===== src/rtl/core/dspe_ram.sv =====
// ----------------------------------------------------------------------------
// Generic simple dual-port RAM
// One write port and one read port with a registered read.
// ----------------------------------------------------------------------------
module dspe_ram #(
   parameter int WIDTH = 8,
   parameter int DEPTH = 16
) (
   input  logic                     clock,
   input  logic                     we,
   input  logic [$clog2(DEPTH)-1:0] waddr,
   input  logic [WIDTH-1:0]         wdata,
   input  logic [$clog2(DEPTH)-1:0] raddr,
   output logic [WIDTH-1:0]         rdata
);

   logic [WIDTH-1:0] mem [DEPTH];
   logic [WIDTH-1:0] rdata_ff;

   always_ff @(posedge clock) begin
      if (we) begin
         mem[waddr] <= wdata;
      end
      rdata_ff <= mem[raddr];
   end

   assign rdata = rdata_ff;

endmodule


===== config.mk =====
export PLATFORM = sky130hd
export DESIGN_NAME = dspe_ram
export DESIGN_NICKNAME = d
export VERILOG_FILES = /design/src/rtl/core/dspe_ram.sv
export SDC_FILE = /design/constraint.sdc
export NUM_CORES = 1
export LEC_CHECK = 0
export ABC_AREA = 1
export BUFFER_PORTS_ARGS = -buffer_cell sky130_fd_sc_hd__buf_2
export CAP_MARGIN = 30
export CORE_ASPECT_RATIO = 1.25
export CORE_MARGIN = 2
export CORE_UTILIZATION = 40
export CTS_BUF_LIST = sky130_fd_sc_hd__clkbuf_8
export DETAILED_ROUTE_END_ITERATION = 12
export PLACE_DENSITY = 0.66
export SYNTH_ARGS = -nofsm -noshare
export SYNTH_HDL_FRONTEND = slang
export SYNTH_SLANG_ARGS = --single-unit

===== constraint.sdc =====
create_clock -name clock -period 3.4 [get_ports clock]
set_input_delay 0.34 -clock clock [delete_from_list [all_inputs] [get_ports clock]]
set_output_delay 0.34 -clock clock [all_outputs]
set_load 0.01 [all_outputs]

Word-level counts from Yosys, hierarchy flattened
Memories as Yosys holds them, arrays and structs flattened. A register that Yosys moved wholly into a read port is not among the register bits.
Index checks and enable logic that the tools add are counted.
W data, S select, Z words.

operators by class
  add/sub/neg operators = 0
  multipliers = 0
  div/mod/pow operators = 0
  order comparisons = 0
  eq/ne operators = 0
  shift-type cells = 0
  muxes and demuxes = 2
  bitwise operators = 0
  reductions and logical operators = 0

operator list
  operator  number
  $mux W1   2

storage, ports and cells
  register bits after elaboration = 0
  latch bits = 0
  bits in writable memories = 128
  ROM bits = 0
  output and inout bits = 8
  word-level logic and storage cells = 3
  memories = 1

memories
  name  words  bits a word  rd ports  clocked after Yosys merged registers in  write ports  RTL line  source
  mem   16     8            1         1                                        1            17        logic [WIDTH-1:0] mem [DEPTH];

Logic depth before layout (Yosys ltp)
Gate-level depths: netlist of run 1.

  depth in word-level cells = 2
  mapped depth = 8

Worst setup path before layout of run 1
OpenSTA, ideal clock, no wires.

  path kind = input to register
  from = input waddr[2]
  to = memory mem[10][0], enable pin
  setup time = 370 ps
  arrival = 921 ps
  data required time = 3030 ps
  slack = 2109 ps
  stages on the path = 2
  buffers on the path = 0
  cells stage by stage = nand3b_1 nor2_1

RTL lines
  element             RTL line  source
  start: declaration  11        input logic [$clog2(DEPTH)-1:0] waddr,
  end: declaration    17

Straight into the memory's write port.

==> results of run 1 <==
-- cells by family (layout without fill, tap and decap cells) --
logic type,count (synthesis),in the layout,synth area share
simple gates,289,289,0.210
flops,136,136,0.694
buf+inv,126,161,0.0952
-- routing by layer --
layer / share of wire / wire, µm / up-vias
met4: 0.046 / 569 / 0
met3: 0.053 / 659 / 31
met1: 0.39 / 4900 / 1770
li1: - / - / 1814
met2: 0.51 / 6360 / 115
met5: 0 / 0 / -
-- state kept, by name, indices dropped and copies added, names as in the netlist --
register	count
mem	128
rdata	8
-- worst max-delay path: stages --
cell and delay, ns:
buf_2 0.54, inv_2 0.45, nand3_1 0.21, nand3_1 0.20, nand3_1 0.17, nand2_1 0.06
-- metrics by stage --
step	std cells	total power [mW]	cell area (µm²)	hold WS, ns
2_1_floorplan	551	2.06	5770	0.439
3_3_place_gp	731	2.14	5960	0.636
3_5_place_dp	732	2.14	5980	0.647
4_1_cts	764	3.47	6380	0.247
5_1_grt	764	3.56	6380	0.267
6_report	764	3.46	6380	0.273
-- synth_stat cells --
cell type / n / area, µm²
buf_1: 1 / 3.75
nor2_1: 17 / 63.8
nand3b_1: 2 / 15.0
nand2_1: 173 / 649
buf_2: 13 / 65.1
inv_2: 2 / 7.51
buf_6: 6 / 67.6
edfxtp_1: 128 / 3840
nand3_1: 97 / 485
inv_1: 100 / 375
buf_4: 4 / 30.0
dfxtp_1: 8 / 160
-- worst max path at each step --
stage / startpoint / end / slack (ns)
after CTS: raddr[1] / rdata[7]$_DFF_P_ / 1.81
after global placement: raddr[1] / rdata[7]$_DFF_P_ / 1.37
after global routing: raddr[1] / rdata[0]$_DFF_P_ / 1.71
final: raddr[1] / rdata[7]$_DFF_P_ / 1.74
after floorplan: waddr[2] / mem[10][0]$_DFFE_PP_ / 2.11
after detailed placement: raddr[1] / rdata[7]$_DFF_P_ / 1.35
-- power by group through the flow --
stage	registers, mW	clock network, mW	logic, mW
finish	1.88	1.35	0.223
global route	1.89	1.43	0.247
CTS	1.88	1.36	0.224
detailed placement	1.92	0	0.222
global placement	1.92	0	0.215
floorplan	1.92	0	0.132
-- cell usage in the layout (no fill, tap or decap) --
| cell | instances |
|---|---|
| buf_12 | 1 |
| edfxtp_1 | 128 |
| buf_2 | 25 |
| nand3b_1 | 2 |
| nand3_1 | 97 |
| nor2_1 | 17 |
| clkinv_4 | 1 |
| inv_2 | 2 |
| clkinv_1 | 4 |
| clkinvlp_4 | 1 |
| inv_1 | 105 |
| nand2_1 | 173 |
| clkbuf_8 | 17 |
| buf_4 | 1 |
| bufinv_16 | 4 |
| dfxtp_1 | 8 |
-- final cells by class --
type                    instances  area [µm²]  share of cell area
clock buffers                  17         234              0.0367
clock inverters                15         170              0.0267
inverters                     102         383              0.0600
multi-input cells             289        1210               0.190
flip-flops and latches        136        4000               0.628
well taps                     178         223              0.0349
repair buffers                 27         153              0.0239
==> out/qor.csv, run 1 <==
metric,value,unit
Initial Util,0.405,
Mapped Nets,569,
headroom to the max-slew limit,0.425,
Worst R2R End,rdata[7]$_DFF_P_,
Crit Path Category,primary input to flop,
clock share of power,0.391,
vias in the first global route,3685,
Tot GR Track Use,0.170,
gr ovfl total,0,
final hold viol count,0,
DRT Pass-1 Iters,4,
Required @ worst endpoint,3.73,ns
R2R depth,6,
hold path cells,3,
Yosys reg bits,136,
fin crit share,0.489,
RR Startpoint,mem[1][7]$_DFFE_PP_,
Flop pwr share,0.545,
Syn Std Cell Area,0.00577,mm²
DPL Wire Length,7820,µm
post-synthesis sequential area ratio,0.694,
most crowded layer after global routing,met2,
static leakage,2.74,nW
cell internal pwr,2.71,mW
M2 GR Usage,0.287,
max-slew violations,0,
Psw,748,µW
Max clock buf depth,2,
die span in x,111,µm
Worst Setup Start Kind,primary input,
Inserted Diodes,0,
drt initial violations,255,
M1 GR Usage,0.193,
crit path max fanout,33,
layout net count,591,
Site Rows,49,
root buf cell,clkbuf_8,
pin count of the biggest net entering global routing,65,
die area,0.0154,mm²
RSZ-0062 raised after global routing,false,
IO Port Bufs,25,
worst skew pair latency,0.44,ns
Worst Path Arrival,1.99,ns
"Reg clk slew, reported paths",0.07,ns
status,"finished, final reports clean",
setup TNS,0,ns
worst hold-check path type,primary input to flop,
DP Worst Slack,1.35,ns
final setup fails,0,
vias per cell,4.88,
met3 Use GR,0.0412,
CTS buffer count,17,
antenna violations before repair,0,
crit path time final,1.66,ns
Ports,26,
Comb power frac,0.065,
max_cap viols,0,
Clock Skews,0.00797,ns
Antenna Nets Post-Route,0,
gpl congestion,0.802,
Switching Share,0.216,
Cell Pwr Density,542,mW/mm²
hold path startpoint,raddr[3],
Syn Area/Cell,10.5,µm²
postcts setup bufs,0,
synth-to-layout area growth,10.6,%
first-pass GRT wire length,19500,µm
H-tree Lvls,4,
final WL,12500,µm
Reg2Reg Setup Slack,2.29,ns
worst slew pin tran,0.859,ns
f_max,601,MHz
cts repair resizes,0,
core area,0.0142,mm²
worst vdd ir,0.233,mV
mean routed wirelength per cell,16.3,µm
PnR worst setup slack,1.74,ns
Chip Height,138,µm
Mapped Cells,551,
CTS tree,built,
Final Util,0.449,
critical path endpoint category,flop,
via count,3730,
fillers,1335,
yosys warns,0,
layout cell share with drive strength beyond 1,0.0887,
Residual DRC,0,
total clock sinks,136,
cts hold-fix bufs,0,
Cell variety after synth,12,
Hold Path End,rdata[4]$_DFF_P_,
(Power assumes the default switching activity.)
==> inputs of run 2 (changes only) <==
--- a/config.mk
+++ b/config.mk
@@ -5,7 +5,7 @@
 export SDC_FILE = /design/constraint.sdc
 export NUM_CORES = 1
 export LEC_CHECK = 0
-export ABC_AREA = 1
+export ABC_AREA = 0
 export BUFFER_PORTS_ARGS = -buffer_cell sky130_fd_sc_hd__buf_2
 export CAP_MARGIN = 30
 export CORE_ASPECT_RATIO = 1.25
==> constraint.sdc (replaced) <==
create_clock -name clock -period 1.54 [get_ports clock]
set_input_delay 0.154 -clock clock [delete_from_list [all_inputs] [get_ports clock]]
set_output_delay 0.154 -clock clock [all_outputs]
set_load 0.01 [all_outputs]
==> run 2 against run 1 <==
Wire length is 21% lower; register-to-register slack worse by 2.1 ns; worst hold slack worse by 0.16 ns; cell count is 39% lower; critical path depth is 3 lower.
==> out/qor.csv, run 2 <==
metric,value,unit,change
vias per cell,5.28,,was 4.88
first-pass GRT wire length,15300,µm,was 19500 µm
"EDFF count, synth",128,,unchanged
Yosys reg bits,136,,unchanged
cts hold-fix bufs,0,,unchanged
IO Port Bufs,25,,unchanged
final hold viol count,0,,unchanged
layout net count,307,,was 591
Reg with most FFs,mem,,unchanged
CTS tree,built,,unchanged
R2R depth,3,,was 6
Worst path slowest cell,mux4_1,,was buf_2
most frequent cells in the layout,"edfxtp_1, buf_2, buf_4, mux4_2, clkbuf_8",,"was nand2_1, edfxtp_1, inv_1, nand3_1, buf_2"
RSZ-0062 raised after global routing,false,,unchanged
Mapped Nets,247,,was 569
Initial Util,0.408,,was 0.405
Max clock buf depth,2,,unchanged
pin count of the biggest net entering global routing,22,,was 65
Largest register FFs,128,,unchanged
crit path max fanout,1,,was 33
Inserted Diodes,0,,unchanged
CP peak stage delay,0.49,ns,was 0.54 ns
worst skew pair latency,0.43,ns,was 0.44 ns
Site Rows,46,,was 49
"commonest non-fill, non-tap cell in the layout",edfxtp_1,,was nand2_1
Crit Path Category,flop to flop,,was primary input to flop
Worst Setup Start Kind,flop,,was primary input
yosys warns,0,,unchanged
die span in x,105,µm,was 111 µm
Clock Skews,0.00844,ns,was 0.00797 ns
Syn Std Cell Area,0.00515,mm²,was 0.00577 mm²
Mapped Cells,229,,was 551
vias in the first global route,2623,,was 3685
DPL Wire Length,6380,µm,was 7820 µm
Worst Path Arrival,1.70,ns,was 1.99 ns
Residual DRC,0,,unchanged
antenna violations before repair,0,,unchanged
critical path depth,3,,was 6
Syn Area/Cell,22.5,µm²,was 10.5 µm²
Ports,26,,unchanged
Cell Pwr Density,1220,mW/mm²,was 542 mW/mm²
status,"finished, final reports clean",,unchanged
drt initial violations,235,,was 255
via count,2475,,was 3730
H-tree Lvls,4,,unchanged
Cell variety after synth,19,,was 12
number of buffers and inverters on the critical path,0,,was 2
worst hold-check path type,primary input to flop,,unchanged
synth top area cells,"edfxtp_1, mux4_2, mux4_1",,"was edfxtp_1, nand2_1, nand3_1"
Tot GR Track Use,0.158,,was 0.170
fin crit share,0.898,,
CTS buffer count,17,,unchanged
Synth top area share,0.747,,was 0.667
f_max,723,MHz,
crit path time final,1.38,ns,
Post-synth top cells,"edfxtp_1, mux4_2, a22oi_1",,"was nand2_1, edfxtp_1, inv_1"
Final Util,0.479,,was 0.449
cts repair resizes,0,,unchanged
post-synthesis sequential area ratio,0.778,,was 0.694
static leakage,2.05,nW,was 2.74 nW
final setup fails,0,,unchanged
Post-Layout Cell Count,469,,was 764
gpl congestion,0.710,,was 0.802
headroom to the max-slew limit,0.480,,was 0.425
ys flop type,edfxtp_1,,unchanged
hold path cells,1,,was 3
Antenna Nets Post-Route,0,,unchanged
"Reg clk slew, reported paths",0.07,ns,about the same
Required @ worst endpoint,1.85,ns,was 3.73 ns
Chip Height,131,µm,was 138 µm
mean routed wirelength per cell,20.9,µm,was 16.3 µm
asr flop ratio synth,0,,unchanged
worst vdd ir,0.547,mV,was 0.233 mV
layout cell share with drive strength beyond 1,0.319,,was 0.0887
CP Cell Sequence,mux4_1 > a22oi_1 > nand2_1,,was buf_2 > inv_2 > nand3_1 > nand3_1 > nand3_1 > nand2_1
die area,0.0138,mm²,was 0.0154 mm²
core area,0.0126,mm²,was 0.0142 mm²
max_cap viols,0,,unchanged
placed cells,438,,was 732
critical path endpoint category,flop,,unchanged
postcts setup bufs,0,,unchanged
root buf cell,clkbuf_8,,unchanged
max-slew violations,0,,unchanged
final WL,9810,µm,was 12500 µm
total chip power,7.35,mW,was 3.46 mW
DRT Pass-1 Iters,5,,was 4
most common cell in the synthesized netlist,edfxtp_1,,was nand2_1
gr ovfl total,0,,unchanged
Yosys top cell by area,edfxtp_1,,unchanged
worst slew pin tran,0.779,ns,was 0.859 ns
synth-to-layout area growth,17.2,%,was 10.6%
"CP delay by family, top",multiplexers,,was buffers and inverters
total clock sinks,136,,unchanged
## run 2: changes by cell type in the layout (fill, tap and decap cells not counted), moves of 14 or more
cell / delta
inv_1: -104
a22oi_1: +16
buf_4: +20
mux4_1: +14
nand2_1: -164
nand3_1: -96
mux4_2: +18
## run 2: path summary, 6_finish.rpt
path | start | end | slack [ns]
hold reg to reg | mem[8][5]$_DFFE_PP_ | rdata[5]$_DFF_P_ | 0.68
setup reg to reg | mem[8][2]$_DFFE_PP_ | rdata[2]$_DFF_P_ | 0.16
setup / recovery | mem[8][2]$_DFFE_PP_ | rdata[2]$_DFF_P_ | 0.16
hold / removal | wdata[0] | mem[14][0]$_DFFE_PP_ | 0.11
## run 2: worst register-to-register path: cells and delay by family (launching register included)
kind | cells | cell delay [ns]
mux | 1 | 0.49
simple gates | 1 | 0.08
flops | 1 | 0.37
compound gates | 1 | 0.33
## run 2: metal layers
| metal | up-vias | GRT usage | part of all wire | wire length (µm) |
|---|---|---|---|---|
| met2 | 107 | 0.263 | 0.51 | 5050 |
| met4 | 0 | 0.0698 | 0.016 | 157 |
| li1 | 1092 | - | - | - |
| met1 | 1264 | 0.191 | 0.40 | 3890 |
| met5 | - | 0 | 0 | 0 |
| met3 | 12 | 0.0491 | 0.073 | 715 |
## run 2: logic make-up after synthesis
group / after synthesis / synth area share
muxes: 32 / 0.150
DFF: 136 / 0.778
and+or+nand+nor: 35 / 0.0318
buffers and inverters: 10 / 0.0168
AOI/OAI and AO/OA: 16 / 0.0233
## run 2: power by group
part | internal [mW] | switching, mW | total [mW]
sequential | 4.14 | 0.0243 | 4.16
combinational | 0.188 | 0.227 | 0.415
clock | 1.54 | 1.23 | 2.77
total | 5.87 | 1.48 | 7.35
## run 2: area by class of cell
| type | instances | area [µm²] |
|---|---|---|
| repair buffers | 51 | 383 |
| multi-input cells | 83 | 1060 |
| flip-flops and latches | 136 | 4000 |
| clock buffers | 17 | 234 |
| fillers | 1081 | 6570 |
| well taps | 168 | 210 |
| clock inverters | 14 | 140 |
## run 2: stage by stage
step	hold WS [ns]	cell area, µm²	setup slack, ns	TNS [ns]
global route	0.0836	6030	0.0967	0
finish	0.113	6030	0.157	0
CTS	0.0830	6030	0.136	0
floorplan	0.253	5150	0.120	0
detailed placement	0.552	5660	-0.124	-0.141
global placement	0.547	5660	-0.116	-0.130
==> inputs of run 3 (changes only) <==
--- a/config.mk
+++ b/config.mk
@@ -13,7 +13,7 @@
 export CORE_UTILIZATION = 40
 export CTS_BUF_LIST = sky130_fd_sc_hd__clkbuf_8
 export DETAILED_ROUTE_END_ITERATION = 12
-export PLACE_DENSITY = 0.66
+export PLACE_DENSITY = 0.68
 export SYNTH_ARGS = -nofsm -noshare
 export SYNTH_HDL_FRONTEND = slang
 export SYNTH_SLANG_ARGS = --single-unit
==> constraint.sdc (replaced) <==
create_clock -name clock -period 1.2 [get_ports clock]
set_input_delay 0.12 -clock clock [delete_from_list [all_inputs] [get_ports clock]]
set_output_delay 0.12 -clock clock [all_outputs]
set_load 0.01 [all_outputs]
==> run 3 against run 2 <==
The run now ends with setup timing left; maximum frequency grew 9.1%; combinational power grew 34%; first-iteration DRC count shrank 9.4%; worst setup slack lost 0.23 ns; clock power grew 43%; critical path depth is the same; sequential share of layout area shrank 1.2 points; register-to-register slack lost 0.23 ns; non-clock buffer count grew 4; critical path type unchanged; critical endpoint is now rdata[4]$_DFF_P_; largest cell class unchanged; highest routed layer unchanged.
==> out/qor.csv, run 3 (synthesis gave the netlist of run 2 again) <==
metric,value,unit,change
cell internal pwr,7.89,mW,was 5.87 mW
most frequent cells in the layout,"edfxtp_1, mux4_2, buf_2, buf_4, clkbuf_8",,"was edfxtp_1, buf_2, buf_4, mux4_2, clkbuf_8"
Site Rows,46,,unchanged
gr ovfl total,0,,unchanged
worst slew pin tran,0.822,ns,was 0.779 ns
R2R depth,3,,unchanged
"Reg clk slew, reported paths",0.07,ns,about the same
first-pass GRT wire length,15100,µm,was 15300 µm
Tot GR Track Use,0.156,,was 0.158
Residual DRC,0,,unchanged
Chip Height,131,µm,unchanged
CP Cell Sequence,mux4_2 > a22oi_1 > nand2_1,,was mux4_1 > a22oi_1 > nand2_1
worst skew pair latency,0.43,ns,about the same
Ports,26,,unchanged
Switching Share,0.198,,was 0.202
Largest register FFs,128,,unchanged
Initial Util,0.408,,unchanged
crit path max fanout,1,,unchanged
CTS tree,built,,unchanged
IO Port Bufs,25,,unchanged
max-slew violations,0,,unchanged
die span in x,105,µm,unchanged
worst vdd ir,0.702,mV,was 0.547 mV
via count,2477,,was 2475
max_cap viols,0,,unchanged
core area,0.0126,mm²,unchanged
worst hold-check path type,primary input to flop,,unchanged
final hold viol count,0,,unchanged
failing checks,setup timing,,
clock share of power,0.401,,was 0.377
Flop pwr share,0.542,,was 0.566
antenna violations before repair,0,,unchanged
critical path endpoint category,flop,,unchanged
H-tree Lvls,4,,unchanged
fin crit share,1.06,,was 0.898
PnR worst setup slack,-0.0678,ns,was 0.157 ns
synth-to-layout area growth,19.4,%,was 17.2%
Crit Path Category,flop to flop,,unchanged
static leakage,2.06,nW,was 2.05 nW
gpl congestion,0.738,,was 0.710
pin count of the biggest net entering global routing,18,,was 22
Psw,1.95,mW,was 1.48 mW
Hold Path End,mem[3][4]$_DFFE_PP_,,was mem[14][0]$_DFFE_PP_
root buf cell,clkbuf_8,,unchanged
"commonest non-fill, non-tap cell in the layout",edfxtp_1,,unchanged
postcts setup bufs,0,,unchanged
Inserted Diodes,0,,unchanged
die area,0.0138,mm²,unchanged
Final Util,0.488,,was 0.479
Placed Area,0.00571,mm²,was 0.00566 mm²
vias per cell,5.23,,was 5.28
fillers,979,,was 1081
CTS buffer count,17,,unchanged
mean routed wirelength per cell,20.9,µm,about the same
Comb power frac,0.057,,about the same
Metal-1 WL,4150,µm,was 3890 µm
Reg with most FFs,mem,,unchanged
layout net count,311,,was 307
total clock sinks,136,,unchanged
DRT Pass-1 Iters,5,,unchanged
headroom to the max-slew limit,0.451,,was 0.480
crit path time final,1.27,ns,was 1.38 ns
Finished Cell Area,0.00615,mm²,was 0.00603 mm²
DPL Wire Length,6600,µm,was 6380 µm
total chip power,9.84,mW,was 7.35 mW
Max clock buf depth,2,,unchanged
placed cells,441,,was 438
wire length on met2,5140,µm,was 5050 µm
final WL,9890,µm,was 9810 µm
RSZ-0062 raised after global routing,true,,was false
Required @ worst endpoint,1.51,ns,was 1.85 ns
vias in the first global route,2600,,was 2623
Worst Path Arrival,1.58,ns,was 1.70 ns
cts hold-fix bufs,0,,unchanged
Worst Setup Start Kind,flop,,unchanged
final setup fails,8,,was 0
Worst R2R End,rdata[4]$_DFF_P_,,was rdata[2]$_DFF_P_
hold path startpoint,wdata[4],,was wdata[0]
top routing layer in use,met4,,unchanged
Clock Skews,0.00804,ns,was 0.00844 ns
Antenna Nets Post-Route,0,,unchanged
CP peak stage delay,0.49,ns,about the same
Reg2Reg Setup Slack,-0.07,ns,was 0.16 ns
f_max,789,MHz,was 723 MHz
Post-Layout Cell Count,474,,was 469
Cell Pwr Density,1600,mW/mm²,was 1220 mW/mm²
status,"complete, but fails checks",,"was finished, final reports clean"
Worst path slowest cell,mux4_2,,was mux4_1
Met3 Routed Length,470,µm,was 715 µm
drt initial violations,213,,was 235
RR Startpoint,mem[11][4]$_DFFE_PP_,,was mem[8][2]$_DFFE_PP_
hold path cells,1,,unchanged
layout cell share with drive strength beyond 1,0.412,,was 0.319
[run 3: cell types whose count changed in the layout (fill, tap and decap cells not counted), sizes merged]
cell,before,now
clkinv,9,4
inv,1,4
clkbuf,17,19
buf,51,55
bufinv,3,4
[run 3: final cells by class]
type | instances | area, µm² | share of cell area
Multi-Input combinational cell | 83 | 1080 | 0.176
Clock inverter | 13 | 163 | 0.0265
Sequential cell | 136 | 4000 | 0.651
Timing Repair Buffer | 55 | 425 | 0.0692
Tap cell | 168 | 210 | 0.0342
Clock buffer | 19 | 262 | 0.0425
[run 3: power by group through the flow]
stage | Clock, mW | Sequential [mW] | Combinational [mW]
final | 3.95 | 5.34 | 0.557
after global placement | 0 | 5.44 | 0.532
after floorplan | 0 | 5.45 | 0.286
after detailed placement | 0 | 5.44 | 0.546
after global routing | 4.20 | 5.34 | 0.601
after CTS | 3.99 | 5.34 | 0.566
[run 3: stage by stage]
step	hold WS [ns]	setup slack (ns)	TNS, ns
final	0.0613	-0.0678	-0.330
after global routing	0.0601	-0.109	-0.708
after CTS	0.0567	-0.0722	-0.422
after detailed placement	0.513	-0.406	-8.23
after global placement	0.499	-0.376	-7.13
after floorplan	0.219	-0.0563	-0.353
[run 3: what timing repair did]
action / in CTS / in global routing
gates resized for setup: 12 / 1
pin swaps: 7 / 0
hold endpoints to repair: 0 / 0
cloned: 0 / 0
setup endpoints to repair: 8 / 8
[run 3: worst max-delay path by stage]
stage,start,end,slack (ns),cells past startpoint
floorplan,raddr[0],rdata[1]$_DFF_P_,-0.06,5
global placement,raddr[0],rdata[6]$_DFF_P_,-0.38,6
detailed placement,raddr[0],rdata[6]$_DFF_P_,-0.41,6
CTS,mem[11][6]$_DFFE_PP_,rdata[6]$_DFF_P_,-0.07,3
global route,mem[3][3]$_DFFE_PP_,rdata[3]$_DFF_P_,-0.11,3
finish,mem[11][4]$_DFFE_PP_,rdata[4]$_DFF_P_,-0.07,3
[run 3: worst max-delay path: cells and delay by family, from the launching register on]
| kind | cells | cell delay (ns) |
|---|---|---|
| multiplexers | 1 | 0.49 |
| flip-flops | 1 | 0.39 |
| AND/OR/NAND/NOR | 1 | 0.10 |
| AO/OA/AOI/OAI | 1 | 0.18 |
[run 3: layer usage]
layer  track usage  vias to the layer above
met3        0.0372                       11
met5             0                        -
met2         0.265                       79
li1              -                     1088
met4        0.0565                        0
met1         0.196                     1299
